### config.mk
export PLATFORM = sky130hd
export DESIGN_NAME = envelope_rate_counter
export DESIGN_NICKNAME = d
export VERILOG_FILES = /design/src/design/erc_pkg.sv /design/src/design/erc_counters.sv /design/src/design/envelope_rate_counter.sv
export SDC_FILE = /design/constraint.sdc
export NUM_CORES = 1
export LEC_CHECK = 0
export BUFFER_PORTS_ARGS = -buffer_cell sky130_fd_sc_hd__buf_4
export CORE_UTILIZATION = 36
export CTS_CLUSTER_SIZE = 25
export DETAILED_ROUTE_END_ITERATION = 16
export GPL_TIMING_DRIVEN = 0
export PLACE_DENSITY = 0.57
export SLEW_MARGIN = 10
export SYNTH_ARGS = -nofsm -noshare
export SYNTH_HDL_FRONTEND = slang
export SYNTH_SLANG_ARGS = --single-unit
export TNS_END_PERCENT = 30
### constraint.sdc
create_clock -name clock -period 4.9 [get_ports clock]
set_input_delay 0.98 -clock clock [delete_from_list [all_inputs] [get_ports clock]]
set_output_delay 0.98 -clock clock [all_outputs]
set_load 0.1 [all_outputs]
### src/design/erc_pkg.sv
// ----------------------------------------------------------------------------
// erc_pkg: shared types and the rate table for the envelope rate counter
// Holds the counter widths, the counter select code and the lookup that maps
// a 5-bit rate onto one counter and a shift.
// ----------------------------------------------------------------------------
package erc_pkg;

   localparam int FAST_W      = 11;
   localparam int THIRD_W     = 9;
   localparam int FIFTH_W     = 8;
   localparam int THIRD_PH_W  = 2;
   localparam int FIFTH_PH_W  = 3;
   localparam int RATE_W      = 5;
   localparam int SHIFT_W     = 4;

   // Phase reload values: the phase counts down from these after a step.
   localparam logic [THIRD_PH_W-1:0] THIRD_PH_RELOAD = THIRD_PH_W'(2);
   localparam logic [FIFTH_PH_W-1:0] FIFTH_PH_RELOAD = FIFTH_PH_W'(4);

   typedef enum logic [1:0] {
      SEL_FIFTH = 2'd0,
      SEL_FAST  = 2'd1,
      SEL_THIRD = 2'd2
   } sel_type;

   typedef struct packed {
      sel_type              sel;
      logic [SHIFT_W-1:0]   shift;
   } rate_entry_type;

   // Rate table: each rate picks one counter and how many low bits must be clear.
   function automatic rate_entry_type rate_lookup(input logic [RATE_W-1:0] rate);
      rate_entry_type e;
      e.sel   = SEL_FAST;
      e.shift = '0;
      unique case (rate)
         5'd0:  begin e.sel = SEL_FAST;  e.shift = 4'd0;  end
         5'd1:  begin e.sel = SEL_FAST;  e.shift = 4'd11; end
         5'd2:  begin e.sel = SEL_THIRD; e.shift = 4'd9;  end
         5'd3:  begin e.sel = SEL_FIFTH; e.shift = 4'd8;  end
         5'd4:  begin e.sel = SEL_FAST;  e.shift = 4'd10; end
         5'd5:  begin e.sel = SEL_THIRD; e.shift = 4'd8;  end
         5'd6:  begin e.sel = SEL_FIFTH; e.shift = 4'd7;  end
         5'd7:  begin e.sel = SEL_FAST;  e.shift = 4'd9;  end
         5'd8:  begin e.sel = SEL_THIRD; e.shift = 4'd7;  end
         5'd9:  begin e.sel = SEL_FIFTH; e.shift = 4'd6;  end
         5'd10: begin e.sel = SEL_FAST;  e.shift = 4'd8;  end
         5'd11: begin e.sel = SEL_THIRD; e.shift = 4'd6;  end
         5'd12: begin e.sel = SEL_FIFTH; e.shift = 4'd5;  end
         5'd13: begin e.sel = SEL_FAST;  e.shift = 4'd7;  end
         5'd14: begin e.sel = SEL_THIRD; e.shift = 4'd5;  end
         5'd15: begin e.sel = SEL_FIFTH; e.shift = 4'd4;  end
         5'd16: begin e.sel = SEL_FAST;  e.shift = 4'd6;  end
         5'd17: begin e.sel = SEL_THIRD; e.shift = 4'd4;  end
         5'd18: begin e.sel = SEL_FIFTH; e.shift = 4'd3;  end
         5'd19: begin e.sel = SEL_FAST;  e.shift = 4'd5;  end
         5'd20: begin e.sel = SEL_THIRD; e.shift = 4'd3;  end
         5'd21: begin e.sel = SEL_FIFTH; e.shift = 4'd2;  end
         5'd22: begin e.sel = SEL_FAST;  e.shift = 4'd4;  end
         5'd23: begin e.sel = SEL_THIRD; e.shift = 4'd2;  end
         5'd24: begin e.sel = SEL_FIFTH; e.shift = 4'd1;  end
         5'd25: begin e.sel = SEL_FAST;  e.shift = 4'd3;  end
         5'd26: begin e.sel = SEL_THIRD; e.shift = 4'd1;  end
         5'd27: begin e.sel = SEL_FIFTH; e.shift = 4'd0;  end
         5'd28: begin e.sel = SEL_FAST;  e.shift = 4'd2;  end
         5'd29: begin e.sel = SEL_THIRD; e.shift = 4'd0;  end
         5'd30: begin e.sel = SEL_FAST;  e.shift = 4'd1;  end
         default: begin e.sel = SEL_FAST; e.shift = 4'd0; end
      endcase
      return e;
   endfunction

   // Low-bit test on an 11-bit value: true when bits below shift are all zero.
   function automatic logic low_bits_clear(input logic [FAST_W-1:0] v,
                                           input logic [SHIFT_W-1:0] shift);
      logic clear;
      clear = 1'b1;
      for (int i = 0; i < FAST_W; i++) begin
         if ((SHIFT_W'(i) < shift) && v[i]) begin
            clear = 1'b0;
         end
      end
      return clear;
   endfunction

endpackage

### src/design/erc_counters.sv
// ----------------------------------------------------------------------------
// erc_counters: envelope timing counters and poll evaluation
// Keeps the fast, divide-by-three and divide-by-five down-counters with their
// phases, advances them on a tick and answers a poll from the current state.
// ----------------------------------------------------------------------------
module erc_counters (
   input  logic                       clock,
   input  logic                       reset,
   input  logic                       tick,
   input  logic [erc_pkg::RATE_W-1:0] rate,
   output logic                       fire
);
   import erc_pkg::*;

   logic [FAST_W-1:0]     fast_count_ff,  fast_count_in;
   logic [THIRD_W-1:0]    third_count_ff, third_count_in;
   logic [THIRD_PH_W-1:0] third_phase_ff, third_phase_in;
   logic [FIFTH_W-1:0]    fifth_count_ff, fifth_count_in;
   logic [FIFTH_PH_W-1:0] fifth_phase_ff, fifth_phase_in;
   rate_entry_type        entry;

   // Next counter values for one tick; the slow counters step when their phase is zero.
   always_comb begin
      fast_count_in  = fast_count_ff;
      third_count_in = third_count_ff;
      third_phase_in = third_phase_ff;
      fifth_count_in = fifth_count_ff;
      fifth_phase_in = fifth_phase_ff;
      if (tick) begin
         fast_count_in = fast_count_ff - FAST_W'(1);
         if (third_phase_ff == '0) begin
            third_phase_in = THIRD_PH_RELOAD;
            third_count_in = third_count_ff - THIRD_W'(1);
         end else begin
            third_phase_in = third_phase_ff - THIRD_PH_W'(1);
         end
         if (fifth_phase_ff == '0) begin
            fifth_phase_in = FIFTH_PH_RELOAD;
            fifth_count_in = fifth_count_ff - FIFTH_W'(1);
         end else begin
            fifth_phase_in = fifth_phase_ff - FIFTH_PH_W'(1);
         end
      end
   end

   always_ff @(posedge clock) begin
      if (reset) begin
         fast_count_ff  <= '0;
         third_count_ff <= '0;
         third_phase_ff <= '0;
         fifth_count_ff <= '0;
         fifth_phase_ff <= '0;
      end else begin
         fast_count_ff  <= fast_count_in;
         third_count_ff <= third_count_in;
         third_phase_ff <= third_phase_in;
         fifth_count_ff <= fifth_count_in;
         fifth_phase_ff <= fifth_phase_in;
      end
   end

   // Poll answer: select the counter named by the rate and test its low bits.
   always_comb begin
      entry = rate_lookup(rate);
      case (entry.sel)
         SEL_FIFTH: fire = (fifth_phase_ff == '0) &&
                           low_bits_clear(FAST_W'(fifth_count_ff), entry.shift);
         SEL_THIRD: fire = (third_phase_ff == '0) &&
                           low_bits_clear(FAST_W'(third_count_ff), entry.shift);
         default:   fire = low_bits_clear(fast_count_ff, entry.shift);
      endcase
      if (rate == '0) begin
         fire = 1'b0;
      end
   end

endmodule

### src/design/envelope_rate_counter.sv
// ----------------------------------------------------------------------------
// envelope_rate_counter: envelope event timing from three down-counters
// Ticks advance the counters; polls report whether a rate fires now.
// ----------------------------------------------------------------------------
// Usage:
//   The req_ channel carries items of req_action and req_rate. An action of
//   zero is a tick: it advances the counters and yields no result. An action
//   of one is a poll: it yields one rsp_fire transfer on the rsp_ channel.
//   Rate zero never fires.
//   One item is taken per clock cycle while req_ready is high. A poll's answer
//   is worked out from the counter state in the cycle it is accepted and is
//   shown on rsp_ from the result register; the rate lookup and the low-bit
//   test sit between the counter registers and the result register.
//   When the receiver stalls, the result register holds its answer and a
//   second answer goes into a one-entry skid register, so req_ready drops
//   only once both are full. Ticks and polls keep their order with respect
//   to the counters, since state changes at the tick's acceptance.
//   Reset clears all counters and phases to zero and empties both result
//   registers.
// ----------------------------------------------------------------------------
module envelope_rate_counter (
   input  logic                       clock,
   input  logic                       reset,
   input  logic                       req_valid,
   output logic                       req_ready,
   input  logic                       req_action,
   input  logic [erc_pkg::RATE_W-1:0] req_rate,
   output logic                       rsp_valid,
   input  logic                       rsp_ready,
   output logic                       rsp_fire
);
   import erc_pkg::*;

   logic req_take;
   logic poll_take;
   logic tick_take;
   logic fire_now;
   logic out_valid_ff,  out_valid_in;
   logic out_fire_ff,   out_fire_in;
   logic skid_valid_ff, skid_valid_in;
   logic skid_fire_ff,  skid_fire_in;

   // Input transfer decode.
   assign req_ready = !skid_valid_ff;
   assign req_take  = req_valid && req_ready;
   assign poll_take = req_take && req_action;
   assign tick_take = req_take && !req_action;

   erc_counters u_counters (
      .clock (clock),
      .reset (reset),
      .tick  (tick_take),
      .rate  (req_rate),
      .fire  (fire_now)
   );

   // Result register with skid entry behind it.
   always_comb begin
      out_valid_in  = out_valid_ff;
      out_fire_in   = out_fire_ff;
      skid_valid_in = skid_valid_ff;
      skid_fire_in  = skid_fire_ff;
      if (out_valid_ff && !rsp_ready) begin
         if (poll_take) begin
            skid_valid_in = 1'b1;
            skid_fire_in  = fire_now;
         end
      end else if (skid_valid_ff) begin
         out_valid_in  = 1'b1;
         out_fire_in   = skid_fire_ff;
         skid_valid_in = 1'b0;
      end else begin
         out_valid_in = poll_take;
         out_fire_in  = fire_now;
      end
   end

   always_ff @(posedge clock) begin
      if (reset) begin
         out_valid_ff  <= 1'b0;
         skid_valid_ff <= 1'b0;
      end else begin
         out_valid_ff  <= out_valid_in;
         skid_valid_ff <= skid_valid_in;
      end
      out_fire_ff  <= out_fire_in;
      skid_fire_ff <= skid_fire_in;
   end

   assign rsp_valid = out_valid_ff;
   assign rsp_fire  = out_fire_ff;

endmodule

======== Word-level counts from Yosys, hierarchy flattened ========
Memory sizes are Yosys's and may differ from the RTL's.
Cells that the tools add are included.
word-level totals
  register bits after elaboration ......... 37
  output and inout port bits .............. 3
  memories ................................ 1
  input bits .............................. 10
  word-level logic and storage cells ...... 109
  ROM bits ................................ 192
operators by class
  reduce and logical (&&, ||, !) cells .... 45
  multiplexer cells ....................... 36
  eq/ne operators ......................... 1
  magnitude comparators ................... 11
  bitwise logic cells ..................... 1
  $add $sub $neg .......................... 5
memories
  name             depth  bits a word  rd ports  clocked after Yosys merged registers in  write ports  RTL line       text
  (no name shown)  32     6            1         0                                        0            erc_pkg.sv:36  unique case (rate)
operator list
  operator                                                   count
  logical AND 1 bit                                          34
  2-to-1 mux 1 bit                                           33
  less-than comparator 3 x 4 -> 1 bit, first input constant  4
  less-than comparator 4 bit, first input constant           3
  subtractor 11 x 1 -> 11 bit, second input constant         1
  subtractor 9 x 1 -> 9 bit, second input constant           1
  less-than comparator 1 x 4 -> 1 bit, first input constant  2
  less-than comparator 2 x 4 -> 1 bit, first input constant  2
  subtractor 8 x 1 -> 8 bit, second input constant           1
  AND reduction 2 bit                                        3
  logical NOT 5 bit                                          1
  logical NOT 2 bit                                          2
  logical NOT 1 bit                                          3
  logical NOT 3 bit                                          1
  2-to-1 mux 3 bit                                           1
  subtractor 3 x 1 -> 3 bit, second input constant           1
  == test 2 bit, second input constant                       1
  2-to-1 mux 2 bit                                           1
  case mux 1 bit (2 select lines)                            1
  OR reduction 2 bit                                         1
  subtractor 2 x 1 -> 2 bit, second input constant           1
  inverter 1 bit                                             1

======== Longest topological paths before layout ========
Gate-level depths: netlist of run 1.
An unclocked memory read counts as a cell.
  depth after elaboration ................. 17
  gate-level depth with buffers ........... 9
  gate-level depth less buffers ........... 9

======== Hierarchy ========
A second synthesis of run 1 with hierarchy kept.
unflattened totals
  cells, all modules ...................... 287
  area total of the unflattened synthesis .. 2381.0 sq um
modules (own cells, without submodules)
  module                 cells each  sequential area each (sq um)  instances  area each (sq um)
  erc_counters           273         660.6                         1          2208.4
  envelope_rate_counter  14          100.1                         1          172.7

======== Worst setup path after synthesis of run 1 ========
Ideal clock, no wire load.
  kind .................................... input-to-reg
  start ................................... in req_rate[0] (netlist name)
  end ..................................... reg out_fire_ff, in the netlist rsp_fire (data pin)
  path slack .............................. 1882 ps
  setup time .............................. 301 ps
  buffers on the path ..................... 0
  data arrival time ....................... 2716 ps
  required time ........................... 4599 ps
  stages on the path ...................... 9
  cell sequence ........................... inv_1 -> ha_1 -> or3b_2 -> a21oi_1 -> nor2_1 -> o311ai_1 -> a2111o_1 -> a2bb2oi_2 -> a31oi_2
on the way
  word-level cells in the longest chain between the ends .. 17
  elaborated cells on any way between the ends .. 78
  those cells by class .................... order compare: 11; eq/ne: 1; mux: 33; reduce/logical: 32; memory: 1
RTL lines
  element                                                RTL line                           text
  start: declaration                                     envelope_rate_counter.sv:27        input logic [erc_pkg::RATE_W-1:0] req_rate,
  memory read (32 x 6 bit)                               --
  less-than comparator 1 x 4 -> 1 bit                    erc_pkg.sv:79                      if ((SHIFT_W'(i) < shift) && v[i]) begin
  logical AND 1 bit                                      erc_pkg.sv:79
  2-to-1 mux 1 bit (9 in a row)                          erc_pkg.sv:79
  2-to-1 mux 1 bit (on tied branches)                    erc_pkg.sv:79, erc_counters.sv:65
  2-to-1 mux 1 bit or logical AND 1 bit (tied branches)  erc_pkg.sv:79, erc_counters.sv:68
  case mux 1 bit (2 select lines)                        erc_counters.sv:65                 case (entry.sel)
  2-to-1 mux 1 bit (*)                                   erc_counters.sv:72                 if (rate == '0) begin
  2-to-1 mux 1 bit (*)                                   envelope_rate_counter.sv:68        end else if (skid_valid_ff) begin
  end signal: assignment                                 envelope_rate_counter.sv:86        out_fire_ff <= out_fire_in;
  end: declaration                                       envelope_rate_counter.sv:39        logic out_fire_ff, out_fire_in;
Mark *: on every way between the ends. The rest lies on a longest branch, timed or not. The select of a mux whose other input is x is not followed.
A chain may end at the register's enable or synchronous reset.

======== Final worst setup path of run 1 ========
Ends and elaborated chain as after synthesis.

==> results.toml, run 1 <==
[status]
status = "finished, final reports clean"

[grt]
antenna_found_initial = 0
grt_max_degree = 11
grt_pass1_wl_um = 9380
gr-total-overflow = 0
grt_usage = 0.165
grt_pass1_vias = 1987

[clock_network]
postCtsSetupBuffers = 0
cts_made_buffers = 5
h-tree-depth = 2
cts_tree = "yes"
holdBufCountCts = 0
ctsResizeCount = 0
clkLatencyLatePin_ns = 0.29
cts.sinks = 37
cts.reportedPaths.clkPinSlew_ns = 0.07
clock_path_buffers = 2
cts.root.buffer_cell = "clkbuf_8"

[die]
initial_utilization = 0.374
die_area_um2 = 6930
rows = 29
die_w_um = 83.2
die_h_um = 83.2
core-area_um2 = 6350
io_pins = 13

[power_and_ir_drop]
power_uw = 804
powerDensity_nw_per_um2 = 306
max-vdd-ir-drop_v = 0.000201
leakage_uw = 0.000991

[synth]
synth.distinct_cells = 56
syn_area_per_cell_um2 = 8.17
synth-edff-count = 2
synth_common_cells = "nor2_1, dfxtp_1, inv_1"
yosys_warnings = 0
post-synth-top-area-cell = "dfxtp_1"
yosysSeqAreaShare = 0.320
async_reset_ff_frac = 0
synth_nets = 314
synth_seq_cells = 37
yosys-top-cells-area = "dfxtp_1, ha_1, nor2_1"
yosys.area.top_type_share = 0.295
syn-cell-area_um2 = 2380
ys.flop_type = "dfxtp_1"
synthCells = 291
synth_most_common_cell = "nor2_1"

[place]
portBuffers = 10
dp_hpwl_um = 4070
gp_congestion = 0.801

[worst_setup_path]
r2r_cells = 7
r2r_start = "skid_valid_ff"
crit_start = "req_rate[0]"
reg2reg_slack_ns = 2.59
crit_fanout = 8
rr_endpoint = "u_counters.third_count_ff[8]"
cp-start-kind = "primary input"
cp_data_arrival_time_ns = 3.32
endpoint = "rsp_fire"
critPathKind = "in -> reg"
end_kind = "flop"
required_ns = 4.93

[final_layout]
fillers = 657
seq_area_um2 = 761
syn_to_final_growth_pct = 10.6
multiInputGateArea_um2 = 1480
drive_gt1_frac = 0.110
diodes = 0
fin_nets = 331

[sta]
final_max_slew_viol_count = 0
skew_ns = 0.00666
period_share = 0.671
hold_violations = 0
min_period_ns = 3.29
grt_setup_unrepaired = "false"
worst_slew_pin_slew_ns = 0.634
fmax_ghz = 0.304
fin_tns_setup_ns = 0
finalSetupViolCount = 0
relSlewSlack = 0.576

[drt]
first_pass_iters = 4
wl_per_cell_um = 14.1
route.detailed.drc = 0
ant_nets = 0
drtIter0Drc = 76
viasPerCell = 5.50
wl_um = 5440
dr_total_vias = 2123

[run]
cap_violations = 0

[min_path]
hold_path_class = "reg -> reg"
## routing by layer
metal | part of all wire | track usage
met3 | 0.028 | 0.0209
met4 | 0.015 | 0.0611
met2 | 0.46 | 0.271
met5 | 0 | 0
met1 | 0.50 | 0.222
## how the worst min path moves through the flow
stage | from | endpoint | slack [ns] | cells after the start
after detailed placement | u_counters.fifth_phase_ff[0] | u_counters.fifth_phase_ff[0] | 0.47 | 2
after global routing | u_counters.fifth_phase_ff[0] | u_counters.fifth_phase_ff[0] | 0.52 | 2
after floorplan | u_counters.third_count_ff[4] | u_counters.third_count_ff[4] | 0.45 | 2
final | u_counters.fifth_phase_ff[0] | u_counters.fifth_phase_ff[0] | 0.49 | 2
after global placement | u_counters.fifth_phase_ff[1] | u_counters.fifth_phase_ff[1] | 0.47 | 2
after CTS | u_counters.fifth_phase_ff[0] | u_counters.fifth_phase_ff[0] | 0.49 | 2
## final cells by class
| cell class | count | share of cell area |
|---|---|---|
| flip-flops and latches | 37 | 0.290 |
| well taps | 77 | 0.0367 |
| multi-input cells | 222 | 0.563 |
| plain buffers | 11 | 0.0214 |
| inverters | 21 | 0.0300 |
| repair buffers | 10 | 0.0286 |
| clock buffers | 8 | 0.0305 |
## flip-flops by register name, summed over array words and instances, names as in the netlist
register / count
rsp_fire: 1
skid_fire_ff: 1
u_counters.third_count_ff: 9
skid_valid_ff: 1
u_counters.fast_count_ff: 11
u_counters.third_phase_ff: 2
u_counters.fifth_count_ff: 8
rsp_valid: 1
u_counters.fifth_phase_ff: 3
## layout by cell type (no fill, tap or decap), types with 5 or more instances in the layout
cell type,synthesis,final
ha_1,13,13
clkbuf_1,6,9
a21oi_1,16,16
inv_1,21,21
o211ai_1,6,6
xnor2_1,16,16
nor2_1,41,41
a211oi_1,6,6
nand2_1,17,17
o21ai_0,9,9
clkbuf_8,0,5
dfxtp_1,35,35
buf_4,1,11
xor2_1,7,7
nor3_1,14,14
nand3_1,12,12
## critical path, cell delays in order
cell and delay (ns):
buf_4 0.13, inv_1 0.10, ha_1 0.26, or3b_2 0.44
a21oi_1 0.35, nor2_1 0.22, o311ai_1 0.33, a2111o_1 0.20
a2bb2oi_2 0.19, a31oi_2 0.11
## logic make-up after synthesis
| family | count (synthesis) | synth area share |
|---|---|---|
| fa+ha+maj | 13 | 0.0685 |
| xor+xnor | 23 | 0.0848 |
| flops | 37 | 0.320 |
| mux | 6 | 0.0269 |
| compound gates | 68 | 0.211 |
| buf+inv | 32 | 0.0569 |
| simple gates | 112 | 0.232 |
## where the power goes
| part | switching (uW) | internal [uW] |
|---|---|---|
| combinational | 144 | 97.0 |
| sequential | 27.7 | 335 |
| clock | 99.9 | 101 |
| total | 271 | 533 |
## metrics by stage
stage	setup slack [ns]	util	std cells	area, um^2	hold WS [ns]
after detailed placement	1.35	0.401	378	2550	0.474
after floorplan	1.88	-	291	2380	0.450
after global placement	1.36	0.401	378	2550	0.465
after CTS	1.65	0.414	386	2630	0.486
final	1.61	0.414	386	2630	0.486
after global routing	1.48	0.414	386	2630	0.516
Note: power is estimated with default switching activity, not from simulation.
==> inputs of run 2 (changes only) <==
--- a/config.mk
+++ b/config.mk
@@ -5,6 +5,7 @@
 export SDC_FILE = /design/constraint.sdc
 export NUM_CORES = 1
 export LEC_CHECK = 0
+export ABC_AREA = 1
 export BUFFER_PORTS_ARGS = -buffer_cell sky130_fd_sc_hd__buf_4
 export CORE_UTILIZATION = 36
 export CTS_CLUSTER_SIZE = 25
==> constraint.sdc (replaced) <==
create_clock -name clock -period 3.26 [get_ports clock]
set_input_delay 0.652 -clock clock [delete_from_list [all_inputs] [get_ports clock]]
set_output_delay 0.652 -clock clock [all_outputs]
set_load 0.1 [all_outputs]
==> run 2 against run 1 <==
Compared with the run above: worst setup slack worse by 0.74 ns; die area is 1.8% higher; critical endpoint unchanged; design area is 2.4% higher; the run now ends with design-rule violations left.
==> results.toml, run 2 <==
[sta]
fmax_ghz = 0.419
finalSetupViolCount = 0
skew_ns = 0.00479
fin_tns_setup_ns = 0
final_max_slew_viol_count = 0
worst_slew_pin_slew_ns = 0.573
relSlewSlack = 0.618
grt_setup_unrepaired = "false"
min_period_ns = 2.39
period_share = 0.732
hold_violations = 0

[status]
status = "finished, violations left"
violations = "design-rule violations"

[clock_network]
h-tree-depth = 2
cts.root.buffer_cell = "clkbuf_8"
ctsResizeCount = 0
cts.sinks = 37
cts_made_buffers = 5
postCtsSetupBuffers = 0
cts.reportedPaths.clkPinSlew_ns = 0.07
clkLatencyLatePin_ns = 0.29
holdBufCountCts = 0
clock_path_buffers = 2
cts_tree = "yes"

[min_path]
whs_path_depth = 2
worstHoldStart = "u_counters.fifth_phase_ff[1]"
holdPathEnd = "u_counters.fifth_phase_ff[1]"
hold_path_class = "reg -> reg"

[place]
dp_hpwl_um = 4170
portBuffers = 11
gp_congestion = 0.859
place_inst = 457

[worst_setup_path]
cp_top_family = "simple AND/OR/NAND/NOR gates"
critPathMaxStageDelay_ns = 0.25
cp_common_cell = "nand2_1"
critPathKind = "in -> reg"
cp_data_arrival_time_ns = 2.44
reg2reg_slack_ns = 1.39
required_ns = 3.31
end_kind = "flop"
crit_fanout = 8
cp-start-kind = "primary input"
critPathSlowestCell = "ha_1"
cp_cell_sequence = "buf_4, inv_1, ha_1, nand2_4, nand2_2, nand2_1, nor2_4, nor2_8, nand2_1, nand2_1, nand3_1, nor2_1, nand3b_1, nand3_1, nand3_1, nand2_1"
r2r_cells = 9
critPathBufInv = 2
rr_endpoint = "u_counters.fifth_count_ff[6]"
r2r_start = "skid_valid_ff"

[final_layout]
syn_to_final_growth_pct = 11.1
fin_cells = 465
final_common_cell = "nand2_1"
post-route-util = 0.419
largestRegisters = "u_counters.fast_count_ff: 11 flops, u_counters.third_count_ff: 9 flops, u_counters.fifth_count_ff: 8 flops"
diodes = 0
largest_reg_flops = 11
largest-register = "u_counters.fast_count_ff"
layout_common_cells = "nand2_1, inv_1, nand3_1"
fin_nets = 410
drive_gt1_frac = 0.106

[die]
core-area_um2 = 6420
die_h_um = 84.0
die_area_um2 = 7060
die_w_um = 84.0
io_pins = 13
rows = 29
initial_utilization = 0.377

[synth]
yosysSeqAreaShare = 0.314
synthCells = 369
post-synth-top-area-cell = "dfxtp_1"
ys.flop_type = "dfxtp_1"
syn-cell-area_um2 = 2420
yosys.area.top_type_share = 0.289
async_reset_ff_frac = 0
synth.distinct_cells = 34
yosys-top-cells-area = "dfxtp_1, nand2_1, nand3_1"
syn_area_per_cell_um2 = 6.56
synth-edff-count = 2
synth_most_common_cell = "nand2_1"
synth_seq_cells = 37
synth_common_cells = "nand2_1, inv_1, nand3_1"
synth_nets = 392
yosys_warnings = 0

[drt]
drtIter0Drc = 125
ant_nets = 0
wl_per_cell_um = 11.5
viasPerCell = 4.89
dr_total_vias = 2272
wl_um = 5360
route.detailed.drc = 4
first_pass_iters = 11

[power_and_ir_drop]
powerDensity_nw_per_um2 = 438
leakage_uw = 0.00124
max-vdd-ir-drop_v = 0.000221

[grt]
grt_pass1_wl_um = 9300
grt_pass1_vias = 2095
grt_usage = 0.164
grt_max_degree = 12
gr-total-overflow = 0
antenna_found_initial = 0

[run]
cap_violations = 0
==> run 2: cell types whose count changed in the layout (fill, tap and decap cells not counted), sizes merged, moves of 9 or more <==
| cell | previous run | this run |
|---|---|---|
| a21oi | 16 | 37 |
| inv | 21 | 55 |
| nand2 | 17 | 95 |
| nand3 | 12 | 40 |
| nor3 | 15 | 6 |
| o21ai | 9 | 25 |
| xnor2 | 16 | 1 |
==> run 2: per-stage QoR <==
step	power (uW)	hold WS (ns)	area, um^2	worst slack (ns)
floorplan	784	0.438	2420	0.972
global placement	857	0.463	2600	0.559
detailed placement	861	0.467	2600	0.549
CTS	1190	0.476	2690	0.860
global route	1260	0.515	2690	0.652
finish	1180	0.474	2690	0.873
==> run 2: area by class of cell <==
cell class / instances / area [um^2]
Fill cell: 686 / 3730
Multi-Input combinational cell: 271 / 1410
Sequential cell: 37 / 761
Inverter: 55 / 211
Tap cell: 77 / 96.3
Clock buffer: 8 / 90.1
Timing Repair Buffer: 11 / 82.6
Buffer: 6 / 37.5
==> run 2: cell families after synthesis <==
group / Yosys count / synth area share
flip-flops: 37 / 0.314
XOR/XNOR: 4 / 0.0145
AND/OR/NAND/NOR: 188 / 0.359
adder cells (fa/ha/maj): 13 / 0.0672
AO/OA/AOI/OAI: 66 / 0.142
buffers and inverters: 61 / 0.103
==> run 2: how the worst max path moves through the flow <==
stage | startpoint | endpoint | slack, ns | cells past startpoint
floorplan | req_rate[0] | rsp_fire | 0.97 | 15
global placement | req_rate[0] | rsp_fire | 0.56 | 16
detailed placement | req_rate[0] | rsp_fire | 0.55 | 16
CTS | req_rate[0] | rsp_fire | 0.86 | 16
global route | req_rate[0] | rsp_fire | 0.65 | 16
finish | req_rate[0] | rsp_fire | 0.87 | 16
==> run 2: routing by layer <==
metal | GRT usage | routed length, um | vias up
met5 | 0 | 0 | -
met4 | 0.0470 | 46 | 0
met3 | 0.0366 | 223 | 7
met2 | 0.259 | 2330 | 39
met1 | 0.222 | 2770 | 998
li1 | - | - | 1228
==> run 2: report_power, final <==
group          internal (uW)  switching, uW
clock network            172            156
logic                    108            216
registers                497           30.1
total                    777            402
==> run 2: worst min-delay path, cell delays in order, from the launching register on <==
cell and delay (ns):
dfxtp_1 0.31, o21ai_0 0.07, a21oi_1 0.06
==> inputs of run 3 (changes only) <==
--- a/config.mk
+++ b/config.mk
@@ -11,7 +11,7 @@
 export CTS_CLUSTER_SIZE = 25
 export DETAILED_ROUTE_END_ITERATION = 16
 export GPL_TIMING_DRIVEN = 0
-export PLACE_DENSITY = 0.57
+export PLACE_DENSITY = 0.59
 export SLEW_MARGIN = 10
 export SYNTH_ARGS = -nofsm -noshare
 export SYNTH_HDL_FRONTEND = slang
==> constraint.sdc (replaced) <==
create_clock -name clock -period 2 [get_ports clock]
set_input_delay 0.4 -clock clock [delete_from_list [all_inputs] [get_ports clock]]
set_output_delay 0.4 -clock clock [all_outputs]
set_load 0.1 [all_outputs]
==> run 3 against run 2 <==
Compared with the run above: the run ends with design-rule violations, negative setup slack left; first-iteration DRC count decreased by 1.6%; die area unchanged; combinational power is 81% higher; count of clock-buffer cells in the layout down 2; largest power group unchanged.
==> results.toml, run 3 (synthesis results as in run 2) <==
[status]
status = "finished, violations left"
violations = "design-rule violations, negative setup slack"

[grt]
grt_pass1_vias = 2158
antenna_found_initial = 0
grt_usage = 0.165
grt_pass1_wl_um = 9540
gr-total-overflow = 0
grt_max_degree = 13

[worst_setup_path]
cp_data_arrival_time_ns = 2.20
cp-start-kind = "primary input"
critPathKind = "in -> reg"
r2r_start = "skid_valid_ff"
r2r_cells = 10
reg2reg_slack_ns = 0.23
end_kind = "flop"
rr_endpoint = "u_counters.fast_count_ff[7]"
required_ns = 2.17
crit_fanout = 5

[drt]
wl_um = 5530
drtIter0Drc = 123
first_pass_iters = 10
dr_total_vias = 2332
viasPerCell = 4.95
wl_per_cell_um = 11.7
ant_nets = 0
route.detailed.drc = 4

[die]
rows = 29
io_pins = 13
core-area_um2 = 6420
die_w_um = 84.0
initial_utilization = 0.377
die_area_um2 = 7060
die_h_um = 84.0

[clock_network]
cts_made_buffers = 5
clock_path_buffers = 2
cts_tree = "yes"
h-tree-depth = 2
cts.sinks = 37
cts.reportedPaths.clkPinSlew_ns = 0.08
cts.root.buffer_cell = "clkbuf_8"
clkLatencyLatePin_ns = 0.30

[power_and_ir_drop]
max-vdd-ir-drop_v = 0.000285
power_uw = 2010
leakage_uw = 0.00128
powerDensity_nw_per_um2 = 697

[final_layout]
fin_nets = 416
diodes = 0
layout_common_cells = "nand2_1, inv_1, a21oi_1"
multiInputGateArea_um2 = 1530
fillers = 664
largestRegisters = "u_counters.fast_count_ff: 11 flops, u_counters.third_count_ff: 9 flops, u_counters.fifth_count_ff: 8 flops"
final_common_cell = "nand2_1"
largest-register = "u_counters.fast_count_ff"
largest_reg_flops = 11
drive_gt1_frac = 0.178
syn_to_final_growth_pct = 19.1
seq_area_um2 = 761

[sta]
timing.final.ws_setup_ns = -0.0257
fmax_ghz = 0.494
skew_ns = 0.00549
relSlewSlack = 0.639
finalSetupViolCount = 1
final_max_slew_viol_count = 0
min_period_ns = 2.03
period_share = 1.01
grt_setup_unrepaired = "true"
hold_violations = 0
fin_tns_setup_ns = -0.0257
worst_slew_pin_slew_ns = 0.542

[place]
place_ws_ns = -0.365
gp_congestion = 0.847
portBuffers = 11
dp_hpwl_um = 4130

[min_path]
whs_path_depth = 3
holdPathEnd = "rsp_valid"
hold_path_class = "in -> reg"
worstHoldStart = "req_valid"

[run]
cap_violations = 0
run 3: cell count changes in the layout (fill, tap and decap cells not counted), sizes merged:
cell      previous run  this run
buf                 15        19
clkbuf              10         8
clkinv               0         3
clkinvlp             0         2
inv                 55        53
nor2                42        43
run 3: where the power goes:
group	leakage [uW]	internal, uW	switching, uW
Sequential	0.000306	809	50.2
Combinational	0.000923	203	382
Clock	0.0000512	279	285
Total	0.00128	1290	717
run 3: layout make-up:
type                    instances  area share
well taps                      77      0.0334
clock buffers                   6      0.0286
plain buffers                   6      0.0130
repair inverters                1     0.00174
clock inverters                 2     0.00477
repair buffers                 15      0.0460
multi-input cells             272       0.531
inverters                      55      0.0777
flip-flops and latches         37       0.264
run 3: metal layers:
metal	wire length (um)	global-route usage	vias up	part of all wire
met1	2750	0.220	1051	0.50
met5	0	0	-	0
met4	42	0.0345	0	0.0076
met2	2570	0.280	31	0.46
li1	-	-	1243	-
met3	173	0.0267	7	0.031
run 3: how the worst max path moves through the flow:
stage	startpoint	endpoint	slack, ns	cells past startpoint
floorplan	req_rate[0]	rsp_fire	0.008	15
global placement	req_rate[0]	rsp_fire	-0.38	15
detailed placement	req_rate[0]	rsp_fire	-0.36	15
CTS	req_rate[0]	rsp_fire	0.002	16
global route	req_rate[1]	rsp_fire	-0.17	16
finish	req_rate[0]	rsp_fire	-0.03	17
run 3: what timing repair did:
action,CTS,global route
cloned,0,2
buffers inserted,2,2
resized for setup,4,24
pin swaps,1,11
hold buffers,0,0
endpoints found under the setup margin,2,8
run 3: through the flow:
step | cell area, um^2 | hold WS (ns) | util | cells
2_1_floorplan | 2430 | 0.438 | - | 369
3_3_place_gp | 2610 | 0.465 | 0.407 | 457
3_5_place_dp | 2610 | 0.475 | 0.407 | 457
4_1_cts | 2750 | 0.415 | 0.427 | 467
5_1_grt | 2880 | 0.429 | 0.449 | 471
6_report | 2880 | 0.411 | 0.449 | 471
run 3: critical path, cell delays in order:
cell and delay, ns:
buf_6 0.09, clkinvlp_4 0.18, ha_4 0.23, nand2_4 0.08
nand2_4 0.05, nand2_2 0.07, nor2_4 0.04, buf_12 0.14
nor2_8 0.19, nand3_1 0.14, nand2_1 0.08, nand3_1 0.06
nor2_1 0.10, nand3_1 0.10, nand3_2 0.11, nand3_1 0.07
nand2_1 0.06
